--- src/design/fasi_pkg.sv ---
// Shared constants, field positions and types for the five-axis servo interpolator.
// Used by fasi_div and five_axis_servo_interpolator_top; no dependencies.
`default_nettype none

package fasi_pkg;

   localparam int AXIS_COUNT  = 5;
   localparam int ANGLE_W     = 8;
   localparam int MAX_ANGLE   = 180;
   localparam int RESET_ANGLE = 90;
   localparam int SPEED_W     = 16;
   localparam int STEP_W      = 14;
   localparam int INC_W       = ANGLE_W + 1;
   localparam int TICK_RATE   = 50;
   localparam int AXIS_W      = (AXIS_COUNT > 1) ? $clog2(AXIS_COUNT) : 1;
   localparam int DIV_CNT_W   = $clog2(STEP_W);

   localparam int SPEED_LSB   = AXIS_COUNT * ANGLE_W;
   localparam int SNAP_BIT    = SPEED_LSB + SPEED_W;
   localparam int MOTION_BIT  = AXIS_COUNT * ANGLE_W;
   localparam int REQ_TDATA_W = ((SNAP_BIT + 1 + 7) / 8) * 8;
   localparam int RSP_TDATA_W = ((MOTION_BIT + 1 + 7) / 8) * 8;

   localparam logic MODE_MOVE = 1'b0;
   localparam logic MODE_TICK = 1'b1;

   typedef logic [ANGLE_W-1:0]       angle_type;
   typedef logic signed [INC_W-1:0]  inc_type;

   typedef struct packed {
      logic               start;
      logic [STEP_W-1:0]  dividend;
      logic [SPEED_W-1:0] divisor;
   } div_req_type;

   typedef struct packed {
      logic              busy;
      logic              done;
      logic [STEP_W-1:0] quotient;
   } div_rsp_type;

endpackage

`default_nettype wire

--- src/design/five_axis_servo_interpolator_top.sv ---
// Top level of the five-axis servo interpolator: sequencer, axis registers and output stage.
// Depends on fasi_pkg and instantiates the shared divider fasi_div.
//
// Keeps five servo angles (reset 90) and walks them toward commanded targets in equal
// per-axis increments, one per tick transaction (tuser = 1), finishing with an exact snap.
// A move transaction (tuser = 0) scans the five axes for the largest change; unless
// snap_now is set or the speed is zero, it then divides for the step count and, if that is
// nonzero, for one increment per axis (six divisions in all), through one shared divider
// that resolves one quotient bit per cycle, 14 bits each. req_tready is low while a
// transaction is in work; the result sits in an output register, one result per transaction.
`default_nettype none

module five_axis_servo_interpolator_top (
   input  logic                             clock,
   input  logic                             reset,
   input  logic                             req_tvalid,
   output logic                             req_tready,
   // target_base, target_bicep, target_elbow, target_wrist, target_gripper,
   // move_speed, snap_now, zero pad
   input  logic [fasi_pkg::REQ_TDATA_W-1:0] req_tdata,
   // mode
   input  logic                             req_tuser,
   output logic                             rsp_tvalid,
   input  logic                             rsp_tready,
   // angle_base, angle_bicep, angle_elbow, angle_wrist, angle_gripper, in_motion, zero pad
   output logic [fasi_pkg::RSP_TDATA_W-1:0] rsp_tdata
);
   import fasi_pkg::*;

   localparam logic [2:0] S_IDLE      = 3'd0;
   localparam logic [2:0] S_SCAN      = 3'd1;
   localparam logic [2:0] S_CNT_WAIT  = 3'd2;
   localparam logic [2:0] S_INC_START = 3'd3;
   localparam logic [2:0] S_INC_WAIT  = 3'd4;
   localparam logic [2:0] S_APPLY     = 3'd5;
   localparam logic [2:0] S_EMIT      = 3'd6;

   logic [2:0]             state_ff, state_in;
   angle_type              cur_ff     [AXIS_COUNT];
   angle_type              cur_in     [AXIS_COUNT];
   angle_type              goal_ff    [AXIS_COUNT];
   angle_type              goal_in    [AXIS_COUNT];
   inc_type                inc_ff     [AXIS_COUNT];
   inc_type                inc_in     [AXIS_COUNT];
   angle_type              stepped    [AXIS_COUNT];
   logic [STEP_W-1:0]      steps_ff, steps_in;
   logic                   moving_ff, moving_in;
   logic [AXIS_W-1:0]      axis_ff, axis_in;
   angle_type              maxabs_ff, maxabs_in;
   logic [STEP_W-1:0]      count_ff, count_in;
   logic                   snap_ff, snap_in;
   logic [SPEED_W-1:0]     speed_ff, speed_in;
   logic                   rsp_valid_ff, rsp_valid_in;
   logic [RSP_TDATA_W-1:0] rsp_data_ff, rsp_data_in;

   logic                   req_accept;
   logic                   last_axis;
   logic signed [INC_W-1:0] sel_delta;
   logic                   sel_neg;
   logic [INC_W-1:0]       sel_mag;
   angle_type              sel_abs;
   angle_type              max_next;
   inc_type                quo_mag;
   div_req_type            div_req;
   div_rsp_type            div_rsp;

   fasi_div u_div (
      .clock   (clock),
      .reset   (reset),
      .div_req (div_req),
      .div_rsp (div_rsp)
   );

   assign req_tready = (state_ff == S_IDLE);
   assign req_accept = req_tvalid & req_tready;
   assign rsp_tvalid = rsp_valid_ff;
   assign rsp_tdata  = rsp_data_ff;

   always_comb begin
      sel_delta = $signed({1'b0, goal_ff[axis_ff]}) - $signed({1'b0, cur_ff[axis_ff]});
      sel_neg   = sel_delta[INC_W-1];
      sel_mag   = sel_neg ? (-sel_delta) : sel_delta;
      sel_abs   = sel_mag[ANGLE_W-1:0];
      max_next  = (sel_abs > maxabs_ff) ? sel_abs : maxabs_ff;
      last_axis = (axis_ff == AXIS_W'(AXIS_COUNT - 1));
      quo_mag   = inc_type'({1'b0, div_rsp.quotient[ANGLE_W-1:0]});
   end

   always_comb begin
      logic signed [INC_W:0] sum;
      for (int i = 0; i < AXIS_COUNT; i++) begin
         sum = $signed({2'b00, cur_ff[i]}) + $signed({inc_ff[i][INC_W-1], inc_ff[i]});
         if (sum[INC_W]) begin
            stepped[i] = '0;
         end else if (sum[INC_W-1:0] > INC_W'(MAX_ANGLE)) begin
            stepped[i] = ANGLE_W'(MAX_ANGLE);
         end else begin
            stepped[i] = sum[ANGLE_W-1:0];
         end
      end
   end

   always_comb begin
      state_in     = state_ff;
      cur_in       = cur_ff;
      goal_in      = goal_ff;
      inc_in       = inc_ff;
      steps_in     = steps_ff;
      moving_in    = moving_ff;
      axis_in      = axis_ff;
      maxabs_in    = maxabs_ff;
      count_in     = count_ff;
      snap_in      = snap_ff;
      speed_in     = speed_ff;
      rsp_valid_in = rsp_valid_ff;
      rsp_data_in  = rsp_data_ff;
      div_req      = '0;

      if (rsp_valid_ff && rsp_tready) begin
         rsp_valid_in = 1'b0;
      end

      unique case (state_ff)
         S_IDLE: begin
            if (req_accept) begin
               if (req_tuser == MODE_TICK) begin
                  if (moving_ff) begin
                     if (steps_ff != '0) begin
                        cur_in   = stepped;
                        steps_in = steps_ff - STEP_W'(1);
                     end else begin
                        cur_in    = goal_ff;
                        moving_in = 1'b0;
                     end
                  end
                  state_in = S_EMIT;
               end else begin
                  for (int i = 0; i < AXIS_COUNT; i++) begin
                     if (req_tdata[i*ANGLE_W +: ANGLE_W] > ANGLE_W'(MAX_ANGLE)) begin
                        goal_in[i] = ANGLE_W'(MAX_ANGLE);
                     end else begin
                        goal_in[i] = req_tdata[i*ANGLE_W +: ANGLE_W];
                     end
                  end
                  snap_in   = req_tdata[SNAP_BIT];
                  speed_in  = req_tdata[SPEED_LSB +: SPEED_W];
                  axis_in   = '0;
                  maxabs_in = '0;
                  state_in  = S_SCAN;
               end
            end
         end
         S_SCAN: begin
            maxabs_in = max_next;
            if (last_axis) begin
               if (snap_ff || (speed_ff == '0)) begin
                  cur_in    = goal_ff;
                  steps_in  = '0;
                  moving_in = 1'b0;
                  state_in  = S_EMIT;
               end else begin
                  div_req.start    = 1'b1;
                  div_req.dividend = STEP_W'(max_next) * STEP_W'(TICK_RATE);
                  div_req.divisor  = speed_ff;
                  state_in         = S_CNT_WAIT;
               end
            end else begin
               axis_in = axis_ff + AXIS_W'(1);
            end
         end
         S_CNT_WAIT: begin
            if (div_rsp.done) begin
               if (div_rsp.quotient == '0) begin
                  cur_in    = goal_ff;
                  steps_in  = '0;
                  moving_in = 1'b0;
                  state_in  = S_EMIT;
               end else begin
                  count_in = div_rsp.quotient;
                  axis_in  = '0;
                  state_in = S_INC_START;
               end
            end
         end
         S_INC_START: begin
            div_req.start    = 1'b1;
            div_req.dividend = STEP_W'(sel_abs);
            div_req.divisor  = SPEED_W'(count_ff);
            state_in         = S_INC_WAIT;
         end
         S_INC_WAIT: begin
            if (div_rsp.done) begin
               inc_in[axis_ff] = sel_neg ? (-quo_mag) : quo_mag;
               if (last_axis) begin
                  state_in = S_APPLY;
               end else begin
                  axis_in  = axis_ff + AXIS_W'(1);
                  state_in = S_INC_START;
               end
            end
         end
         S_APPLY: begin
            cur_in    = stepped;
            steps_in  = count_ff - STEP_W'(1);
            moving_in = 1'b1;
            state_in  = S_EMIT;
         end
         S_EMIT: begin
            if (!rsp_valid_ff || rsp_tready) begin
               rsp_valid_in = 1'b1;
               rsp_data_in  = '0;
               for (int i = 0; i < AXIS_COUNT; i++) begin
                  rsp_data_in[i*ANGLE_W +: ANGLE_W] = cur_ff[i];
               end
               rsp_data_in[MOTION_BIT] = moving_ff;
               state_in = S_IDLE;
            end
         end
         default: begin
            state_in = S_IDLE;
         end
      endcase
   end

   always_ff @(posedge clock) begin
      if (reset) begin
         state_ff     <= S_IDLE;
         steps_ff     <= '0;
         moving_ff    <= 1'b0;
         axis_ff      <= '0;
         rsp_valid_ff <= 1'b0;
         for (int i = 0; i < AXIS_COUNT; i++) begin
            cur_ff[i]  <= ANGLE_W'(RESET_ANGLE);
            goal_ff[i] <= ANGLE_W'(RESET_ANGLE);
            inc_ff[i]  <= '0;
         end
      end else begin
         state_ff     <= state_in;
         steps_ff     <= steps_in;
         moving_ff    <= moving_in;
         axis_ff      <= axis_in;
         rsp_valid_ff <= rsp_valid_in;
         cur_ff       <= cur_in;
         goal_ff      <= goal_in;
         inc_ff       <= inc_in;
      end
      maxabs_ff   <= maxabs_in;
      count_ff    <= count_in;
      snap_ff     <= snap_in;
      speed_ff    <= speed_in;
      rsp_data_ff <= rsp_data_in;
   end

   a_ready_div_idle: assert property (@(posedge clock) disable iff (reset)
      req_tready |-> !div_rsp.busy)
      else $error("divider busy while accepting a transaction");

   a_idle_no_steps: assert property (@(posedge clock) disable iff (reset)
      !moving_ff |-> (steps_ff == '0))
      else $error("steps left without an active move");

   a_done_expected: assert property (@(posedge clock) disable iff (reset)
      div_rsp.done |-> ((state_ff == S_CNT_WAIT) || (state_ff == S_INC_WAIT)))
      else $error("divider result outside a wait state");

   for (genvar g = 0; g < AXIS_COUNT; g++) begin : g_chk
      a_angle_range: assert property (@(posedge clock) disable iff (reset)
         cur_ff[g] <= ANGLE_W'(MAX_ANGLE))
         else $error("axis angle above limit");
   end

endmodule

`default_nettype wire

--- src/design/fasi_div.sv ---
// Shared restoring divider, one quotient bit per cycle.
// Depends on fasi_pkg for operand widths and the request/response structs.
`default_nettype none

module fasi_div (
   input  logic                  clock,
   input  logic                  reset,
   input  fasi_pkg::div_req_type div_req,
   output fasi_pkg::div_rsp_type div_rsp
);
   import fasi_pkg::*;

   logic                 busy_ff, busy_in;
   logic                 done_ff, done_in;
   logic [DIV_CNT_W-1:0] cnt_ff, cnt_in;
   logic [SPEED_W-1:0]   rem_ff, rem_in;
   logic [STEP_W-1:0]    quo_ff, quo_in;
   logic [SPEED_W-1:0]   divisor_ff, divisor_in;
   logic [SPEED_W:0]     rem_shift;
   logic [SPEED_W+1:0]   trial;

   always_comb begin
      rem_shift  = {rem_ff, quo_ff[STEP_W-1]};
      trial      = {1'b0, rem_shift} - {2'b00, divisor_ff};
      busy_in    = busy_ff;
      done_in    = 1'b0;
      cnt_in     = cnt_ff;
      rem_in     = rem_ff;
      quo_in     = quo_ff;
      divisor_in = divisor_ff;
      if (div_req.start) begin
         busy_in    = 1'b1;
         cnt_in     = '0;
         rem_in     = '0;
         quo_in     = div_req.dividend;
         divisor_in = div_req.divisor;
      end else if (busy_ff) begin
         if (!trial[SPEED_W+1]) begin
            rem_in = trial[SPEED_W-1:0];
            quo_in = {quo_ff[STEP_W-2:0], 1'b1};
         end else begin
            rem_in = rem_shift[SPEED_W-1:0];
            quo_in = {quo_ff[STEP_W-2:0], 1'b0};
         end
         if (cnt_ff == DIV_CNT_W'(STEP_W - 1)) begin
            busy_in = 1'b0;
            done_in = 1'b1;
         end else begin
            cnt_in = cnt_ff + DIV_CNT_W'(1);
         end
      end
   end

   always_ff @(posedge clock) begin
      if (reset) begin
         busy_ff <= 1'b0;
         done_ff <= 1'b0;
         cnt_ff  <= '0;
      end else begin
         busy_ff <= busy_in;
         done_ff <= done_in;
         cnt_ff  <= cnt_in;
      end
      rem_ff     <= rem_in;
      quo_ff     <= quo_in;
      divisor_ff <= divisor_in;
   end

   assign div_rsp.busy     = busy_ff;
   assign div_rsp.done     = done_ff;
   assign div_rsp.quotient = quo_ff;

endmodule

`default_nettype wire
--- config.mk ---
export PLATFORM = sky130hd
export DESIGN_NAME = five_axis_servo_interpolator_top
export DESIGN_NICKNAME = d
export VERILOG_FILES = /design/src/design/fasi_pkg.sv /design/src/design/five_axis_servo_interpolator_top.sv /design/src/design/fasi_div.sv
export SDC_FILE = /design/constraint.sdc
export NUM_CORES = 1
export LEC_CHECK = 0
export BUFFER_PORTS_ARGS = -buffer_cell sky130_fd_sc_hd__buf_2
export CORE_MARGIN = 5
export CORE_UTILIZATION = 60
export DETAILED_ROUTE_END_ITERATION = 12
export GPL_TIMING_DRIVEN = 0
export PLACE_DENSITY_LB_ADDON = 0.25
export SKIP_CTS_REPAIR_TIMING = 1
export SLEW_MARGIN = 20
export SYNTH_ARGS = -nofsm -noshare
export SYNTH_HDL_FRONTEND = slang
export SYNTH_SLANG_ARGS = --single-unit
--- constraint.sdc ---
create_clock -name clock -period 11.45 [get_ports clock]
set_input_delay 1.7175 -clock clock [delete_from_list [all_inputs] [get_ports clock]]
set_output_delay 1.7175 -clock clock [all_outputs]
set_load 0.05 [all_outputs]
=== Yosys cells after proc, flatten, opt, wreduce, memory -nomap -nowiden ===
Cells that the tools add are included.

* Register bits: 279
* Input bits: 69
* Output and inout port bits: 50
* Logic and storage cells: 198

* Add/sub/neg operators: 13
* Multiply operators: 1
* Order comparisons: 13
* Eq/ne operators: 20
* Mux-type cells: 88
* Bitwise logic cells: 6
* Reduce and logical (&&, ||, !) cells: 26

{| class="wikitable"
|+ Operator list
! operator !! count
|-
| $mux 40 || 8
|-
| $mux 8 || 23
|-
| $pmux 40 s4 || 1
|-
| $mux 14 || 10
|-
| $mux 31 || 2
|-
| $pmux 31 s2 || 1
|-
| $pmux 14 s4 || 1
|-
| $add 9x9->10 || 5
|-
| $bmux 8 s3 || 2
|-
| $bwmux 45 || 1
|-
| $gt 9x8->1 const B || 5
|-
| $mux 3 || 15
|-
| $gt 8x8->1 const B || 5
|-
| $sub 14x1->14 const B || 2
|-
| $demux 9 s3 || 1
|-
| $pmux 3 s7 || 1
|-
| $mux 9 || 2
|-
| $sub 17x16->18 || 1
|-
| $logic_not 16->1 || 1
|-
| $mux 1 || 16
|-
| $mux 16 || 1
|-
| $pmux 8 s2 || 1
|-
| $logic_not 14->1 || 1
|-
| $reduce_bool 14->1 || 1
|-
| 35 further kinds || 60
|}

=== Longest topological paths before layout ===
Gate-level depths: netlist of run 1.

* Depth in word-level cells: 14
* Depth in mapped cells: 38

=== By module ===
A second synthesis of run 1 with hierarchy kept.

* Cells, all modules: 1,747
* Area, all modules: 16,544.6 um^2

{| class="wikitable"
|+ By module, submodules not included
! module !! instances !! cells an instance !! area each (um^2) !! sequential area each (um^2)
|-
| five_axis_servo_interpolator_top || 1 || 1,485 || 13,721.9 || 5,345.1
|-
| fasi_div || 1 || 262 || 2,822.7 || 1,341.3
|}

=== Least setup slack after synthesis of run 1 ===
OpenSTA, ideal clock, no wires.

* Path kind: register to register
* Start point: reg axis_ff[1]
* End point: reg u_div.quo_ff[13], data pin
* Setup time: 0.268 ns
* Arrival: 8.002 ns
* Required time: 11.182 ns
* Slack: 3.181 ns
* Stages on the path, launching flop included: 37
* Path buffers: 5
* Clock period less this slack: 8.269 ns
* Path through: dfxtp_1 > clkbuf_1 > clkbuf_1 > clkbuf_1 > mux4_2 > a22oi_1 > ha_1 > inv_1 > fa_1 > a21o_1 > a21oi_1 > o21ai_1 > a211o_1 > and2_1 > clkbuf_1 > a31oi_1 > xor2_1 > ha_1 > and3_1 > nand4_1 > o21ai_0 > a21oi_1 > clkbuf_1 > mux2i_1 > inv_1 > ha_1 > ha_1 > fa_1 > ha_1 > nor2b_1 > o21ai_0 > nand2b_1 > a21o_1 > a21o_1 > a31oi_1 > xor2_1 > o21ai_0

* Cells in the longest elaborated chain, start to end: 14
* Elaborated cells between the ends (all ways): 18
* Those cells by class: 2 x add/sub; 1 x mul; 1 x order compare; 1 x eq/ne; 12 x mux; 1 x bitwise

{| class="wikitable"
|+ Ends and longest elaborated chain
! what !! RTL line !! source
|-
| start, declared || five_axis_servo_interpolator_top.sv:48 || <nowiki>logic [AXIS_W-1:0] axis_ff, axis_in;</nowiki>
|-
| start signal, assigned || five_axis_servo_interpolator_top.sv:241 || <nowiki>axis_ff <= axis_in;</nowiki>
|-
| $not 3->4 (not written as such) * || five_axis_servo_interpolator_top.sv:80 || <nowiki>sel_delta = $signed({1'b0, goal_ff[axis_ff]}) - $signed({1'b0, cur_ff[axis_ff]});</nowiki>
|-
| $bmux 8 s3 || five_axis_servo_interpolator_top.sv:80 ||
|-
| $mux 8 (not written as such) (2 in series) || five_axis_servo_interpolator_top.sv:80 ||
|-
| $sub 8x8->9 * || five_axis_servo_interpolator_top.sv:80 ||
|-
| $neg 8->8 || five_axis_servo_interpolator_top.sv:82 || <nowiki>sel_mag = sel_neg ? (-sel_delta) : sel_delta;</nowiki>
|-
| $mux 8 * || five_axis_servo_interpolator_top.sv:82 ||
|-
| $gt 8x8->1 || five_axis_servo_interpolator_top.sv:84 || <nowiki>max_next = (sel_abs > maxabs_ff) ? sel_abs : maxabs_ff;</nowiki>
|-
| $mux 8 * || five_axis_servo_interpolator_top.sv:84 ||
|-
| named net max_next[2] || five_axis_servo_interpolator_top.sv:62 || <nowiki>angle_type max_next;</nowiki>
|-
| $mul 8x5->13 * || five_axis_servo_interpolator_top.sv:163 || <nowiki>div_req.dividend = STEP_W'(max_next) * STEP_W'(TICK_RATE);</nowiki>
|-
| $mux 31 * || five_axis_servo_interpolator_top.sv:156 || <nowiki>if (snap_ff || (speed_ff == '0)) begin</nowiki>
|-
| $mux 31 * || five_axis_servo_interpolator_top.sv:155 || <nowiki>if (last_axis) begin</nowiki>
|-
| $pmux 31 s2 * || five_axis_servo_interpolator_top.sv:123 || <nowiki>unique case (state_ff)</nowiki>
|-
| $mux 14 * || fasi_div.sv:31 || <nowiki>if (div_req.start) begin</nowiki>
|-
| named net u_div.quo_in[13] || fasi_div.sv:17 || <nowiki>logic [STEP_W-1:0] quo_ff, quo_in;</nowiki>
|-
| end signal, assigned || fasi_div.sv:65 || <nowiki>quo_ff <= quo_in;</nowiki>
|-
| end, declared || fasi_div.sv:17 ||
|}

Mark *: on every way through the listed nets, which the timed path passes. The rest lies on a longest branch. The select of a mux whose other input is x is not followed.
A chain may end at the register's enable or synchronous reset.

=== Worst setup path in the final report of run 1 ===
Ends and elaborated chain as after synthesis.

==> impl_metrics.yaml, run 1 <==
status:
  status: "finished, final reports clean"
clock_tree:
  path_clk_slew_ns: 0.07
  clk_path_buf_depth: 3
  root_buffer: "clkbuf_16"
  htree_levels: 1
  cts_buffers: 31
  clkSinkCount: 279
  cts_tree: "yes"
  clkLatencyLatePin_ns: 0.58
job:
  maxCapViolCount: 0
yosys:
  synth_top_cell_area_share_pct: 20.0
  synth_top_cells_by_count: "nor2_1, dfxtp_1, a21oi_1"
  ys_ff_latch: 279
  yosysTopAreaCell: "dfxtp_1"
  yosysMostFrequentCell: "nor2_1"
  yosysWarningCount: 0
  synth_edf_count: 110
  synth_cell_types: 92
  synth_top_flop_cell: "dfxtp_1"
  ys_async_sr_fraction_pct: 0
  synth_area_per_cell_um2: 9.18
  synth.cell_area_um2: 16900
  syn_inst: 1839
  synthTopCellsByArea: "dfxtp_1, edfxtp_1, ha_1, nor2_1, a21oi_1"
  seq_area_frac_synth_pct: 39.6
finish:
  syn_to_final_growth_pct: 12.9
  antennaDiodeCount: 0
  finalNetCount: 2170
  fin_util_pct: 68.6
  drive_above_1_share_pct: 13.3
grt:
  grt_use_total_pct: 34.8
  grt_max_degree: 27
  antenna_found_initial: 0
  grt-ovfl-total: 0
  grt_pass1_wl_um: 85000
  first_global_vias: 14700
route:
  drt_iter0_drc: 2030
  vias_per_cell: 6.53
  drcViolationCount: 0
  ant_nets: 0
  wl_per_cell_um: 23.4
  routed_wl_um: 55800
  drtPass1Iterations: 6
  vias: 15600
worst_setup_path:
  worst_path_max_delay_cell: "clkbuf_1"
  cpPeakStageDelay_ns: 0.61
  cp_data_arrival_time_ns: 10.62
  end_kind: "flip-flop"
  cp_max_fo: 10
  critPathRequiredTime_ns: 11.75
  path_class: "reg -> reg"
  cp-start-kind: "flip-flop"
placement:
  dp_hpwl_um: 41700
  io_buffers: 104
  routabilityCongestion: 1.04
timing:
  clock.fmax_mhz: 96.9
  period_minus_slack_ns: 10.32
  worst_pin_slew_ns: 1.11
  skew_ns: 0.0202
  relSlewSlack_pct: 25.7
  setup_violations: 0
  min_period_over_period_pct: 90.2
  rsz0062_at_grt: "false"
  tns_ns: 0
  hold_viol: 0
  slew_violations: 0
  whs_ns: 0.451
floorplanning:
  io_pins: 119
  die_area_um2: 31600
  coreArea_um2: 27800
  fp-row-count: 61
  initial_core_util_pct: 60.8
  die_width_um: 178
  die_height_um: 178
min_path:
  hold_path.class: "reg -> reg"
## layout make-up
class / instances / area (µm²)
Buffer: 97 / 480
Clock buffer: 41 / 917
Clock inverter: 16 / 144
Inverter: 82 / 308
Tap cell: 378 / 473
Multi-Input combinational cell: 1387 / 9490
Sequential cell: 279 / 6690
Timing Repair Buffer: 106 / 561
Fill cell: 2275 / 8730
## placed cells by master (no fill, tap or decap), drive strengths merged, types with 10 or more instances in the layout
master	synthesis	routed
ha	107	107
a211o	16	16
or2	10	10
a31o	11	11
nor3	79	79
buf	40	146
nand3	32	32
a21o	32	32
xor2	30	30
nand2	111	111
dfxtp	169	169
nand2b	24	24
nor2	243	243
o21bai	16	16
clkbuf	57	98
a31oi	16	16
inv	80	83
and2	17	17
mux4	16	16
or3	11	11
o21ai	95	95
nor4	15	15
clkinv	2	12
o21a	18	18
xnor2	40	40
and3	11	11
fa	10	10
edfxtp	110	110
nor2b	21	21
a211oi	44	44
o211ai	10	10
a21oi	136	136
mux2i	27	27
a221o	14	14
a22oi	45	45
## critical path: cells and delay by family (launching register included)
kind,cells,cell delay (ns)
buf+inv,8,2.38
flops,1,0.34
fa+ha+maj,7,2.36
compound gates,13,2.71
mux,2,0.84
simple gates,5,0.68
xor+xnor,2,0.73
## stage by stage
step / setup WS (ns) / std cells / instance area [µm²]
final: 1.13 / 2386 / 19100
after global routing: 0.509 / 2386 / 19100
after CTS: 1.26 / 2386 / 19100
after detailed placement: 1.32 / 2329 / 18000
after global placement: 1.51 / 2327 / 17900
after floorplan: 3.18 / 1845 / 16900
## state kept, by name (all words and copies together), names as in the netlist, 3 cells and up
signal            cells
maxabs_ff             8
count_ff             14
goal_ff              40
steps_ff             14
state_ff              3
u_div.cnt_ff          4
inc_ff               45
u_div.quo_ff         14
axis_ff               3
u_div.rem_ff         16
speed_ff             16
rsp_tdata            41
cur_ff               40
u_div.divisor_ff     16
## cell families after synthesis
group,count (synthesis),share of synthesized area [%]
xor gates and xnor gates,70,3.63
other,1,0.0222
DFF,279,39.6
AOI/OAI and AO/OA,530,21.5
adders and majority gates,117,9.12
buffers and inverters,179,4.66
muxes,51,4.29
and+or+nand+nor,612,17.1
## final timing paths
check             startpoint                to  slack [ns]  cells past startpoint
max               axis_ff[1]  u_div.quo_ff[13]        1.13                     37
min          u_div.quo_ff[0]       count_ff[0]        0.45                      0
max reg2reg       axis_ff[1]  u_div.quo_ff[13]        1.13                     37
min reg2reg  u_div.quo_ff[0]       count_ff[0]        0.45                      0
## metal layers
layer / track usage, % / up-vias / share of wire [%]
met1: 48.8 / 7408 / 41
met4: 13.0 / 0 / 4.6
met2: 53.9 / 960 / 44
met5: 0 / - / 0
met3: 6.56 / 167 / 11
li1: - / 7040 / -
Power of run 1 is not shown: default switching activity piles up to over one toggle a cycle in this logic, so the estimate is an artifact.
==> run 2, diff against run 1 <==
--- a/config.mk
+++ b/config.mk
@@ -11,3 +11,2 @@
 export DETAILED_ROUTE_END_ITERATION = 12
-export GPL_TIMING_DRIVEN = 0
 export PLACE_DENSITY_LB_ADDON = 0.25
==> constraint.sdc (replaced) <==
create_clock -name clock -period 11.45 [get_ports clock]
set_input_delay 2.29 -clock clock [delete_from_list [all_inputs] [get_ports clock]]
set_output_delay 2.29 -clock clock [all_outputs]
set_load 0.05 [all_outputs]
==> impl_metrics.yaml, run 2 (synthesized netlist as in run 1, its figures left out) <==
status:
  status: "finished, final reports clean"
finish:
  final_common_cell: "nor2_1"
  drive_above_1_share_pct: 12.4
  antennaDiodeCount: 0
  regArea_um2: 6690
  largest_reg_flops: 45
  multi_input_area_um2: 9450
  final_cell_mix: "nor2_1, dfxtp_1, a21oi_1"
  finalNetCount: 2085
  syn_to_final_growth_pct: 10.2
  fill_cells: 2232
  largest-register: "inc_ff"
route:
  wl_per_cell_um: 20.7
  routed_wl_um: 47600
  drcViolationCount: 0
  vias_per_cell: 6.39
  vias: 14700
  ant_nets: 0
  drt_iter0_drc: 1597
  drtPass1Iterations: 7
worst_setup_path:
  reg2reg_slack_ns: 1.91
  critPathBufInv: 6
  path_delay_family: "compound AO/OA/AOI/OAI gates"
  crit_path_frequent_cell: "ha_1"
  path_class: "reg -> reg"
  cp_data_arrival_time_ns: 9.83
  end_kind: "flip-flop"
  worst_path_max_delay_cell: "nor3_2"
  critPathRequiredTime_ns: 11.74
  cp-start-kind: "flip-flop"
  cpPeakStageDelay_ns: 0.98
  cp_max_fo: 18
placement:
  routabilityCongestion: 0.959
  io_buffers: 104
  dp_hpwl_um: 34400
clock_tree:
  htree_levels: 1
  cts_buffers: 30
  clkLatencyLatePin_ns: 0.58
  clkSinkCount: 279
  cts_tree: "yes"
  path_clk_slew_ns: 0.07
  root_buffer: "clkbuf_16"
  clk_path_buf_depth: 3
timing:
  rsz0062_at_grt: "false"
  relSlewSlack_pct: 22.3
  worst_pin_slew_ns: 1.16
  min_period_over_period_pct: 83.4
  slew_violations: 0
  setup_violations: 0
  tns_ns: 0
  clock.fmax_mhz: 105
  skew_ns: 0.0343
  period_minus_slack_ns: 9.54
  hold_viol: 0
floorplanning:
  initial_core_util_pct: 60.8
  die_height_um: 178
  io_pins: 119
  coreArea_um2: 27800
  die_width_um: 178
  die_area_um2: 31600
  fp-row-count: 61
grt:
  grt_pass1_wl_um: 75300
  grt_max_degree: 92
  grt_use_total_pct: 29.7
  antenna_found_initial: 0
  first_global_vias: 14000
  grt-ovfl-total: 0
min_path:
  hold_path.class: "reg -> reg"
job:
  maxCapViolCount: 0
[run 2: changes by cell type in the layout (fill, tap and decap cells not counted), moves of 5 or more]
| cell | before | now |
|---|---|---|
| buf_1 | 5 | 0 |
| buf_2 | 121 | 103 |
| buf_4 | 11 | 16 |
| buf_6 | 7 | 0 |
| clkbuf_1 | 59 | 6 |
| xor2_1 | 24 | 30 |
| xor2_2 | 6 | 0 |
[run 2: layout make-up]
cell class / instances / share of cell area [%]
multi-input cells: 1387 / 50.8
flip-flops and latches: 279 / 35.9
clock buffers: 44 / 4.81
repair buffers: 119 / 3.42
well taps: 378 / 2.54
inverters: 82 / 1.65
clock inverters: 12 / 0.874
[run 2: path summary, 6_finish.rpt]
| kind | startpoint | to | depth (start not counted) |
|---|---|---|---|
| worst max-delay path | axis_ff[2] | u_div.quo_ff[13] | 34 |
| worst min-delay path | inc_ff[0] | inc_ff[0] | 2 |
| worst max register to register | axis_ff[2] | u_div.quo_ff[13] | 34 |
| worst min register to register | inc_ff[0] | inc_ff[0] | 2 |
[run 2: layer usage]
layer | GRT usage, % | up-vias | part of all wire (%)
met4 | 9.99 | 0 | 3.4
met5 | 0 | - | 0
met3 | 5.67 | 109 | 9.1
li1 | - | 6901 | -
met1 | 39.8 | 7007 | 41
met2 | 48.6 | 691 | 46
[run 2: worst register-to-register path, delay by kind of cell, from the launching register on]
family,cells,cell delay (ns)
compound gates,13,2.89
fa+ha+maj,7,2.27
simple gates,5,1.63
buf+inv,6,0.98
xor+xnor,2,0.65
flops,1,0.42
mux,1,0.40
[run 2: stage by stage]
step           setup slack (ns)  utilization (%)  hold WS, ns  cells  cell area, µm²
6_report                   1.91             67.0        0.469   2301           18600
5_1_grt                    1.29             67.0        0.495   2301           18600
4_1_cts                    2.09             67.0        0.466   2301           18600
3_5_place_dp               2.17             63.2        0.457   2245           17500
3_3_place_gp               2.33             63.2        0.447   2245           17500
2_1_floorplan              3.18                -        0.424   1845           16900
Power of run 2 is left out for the same reason.
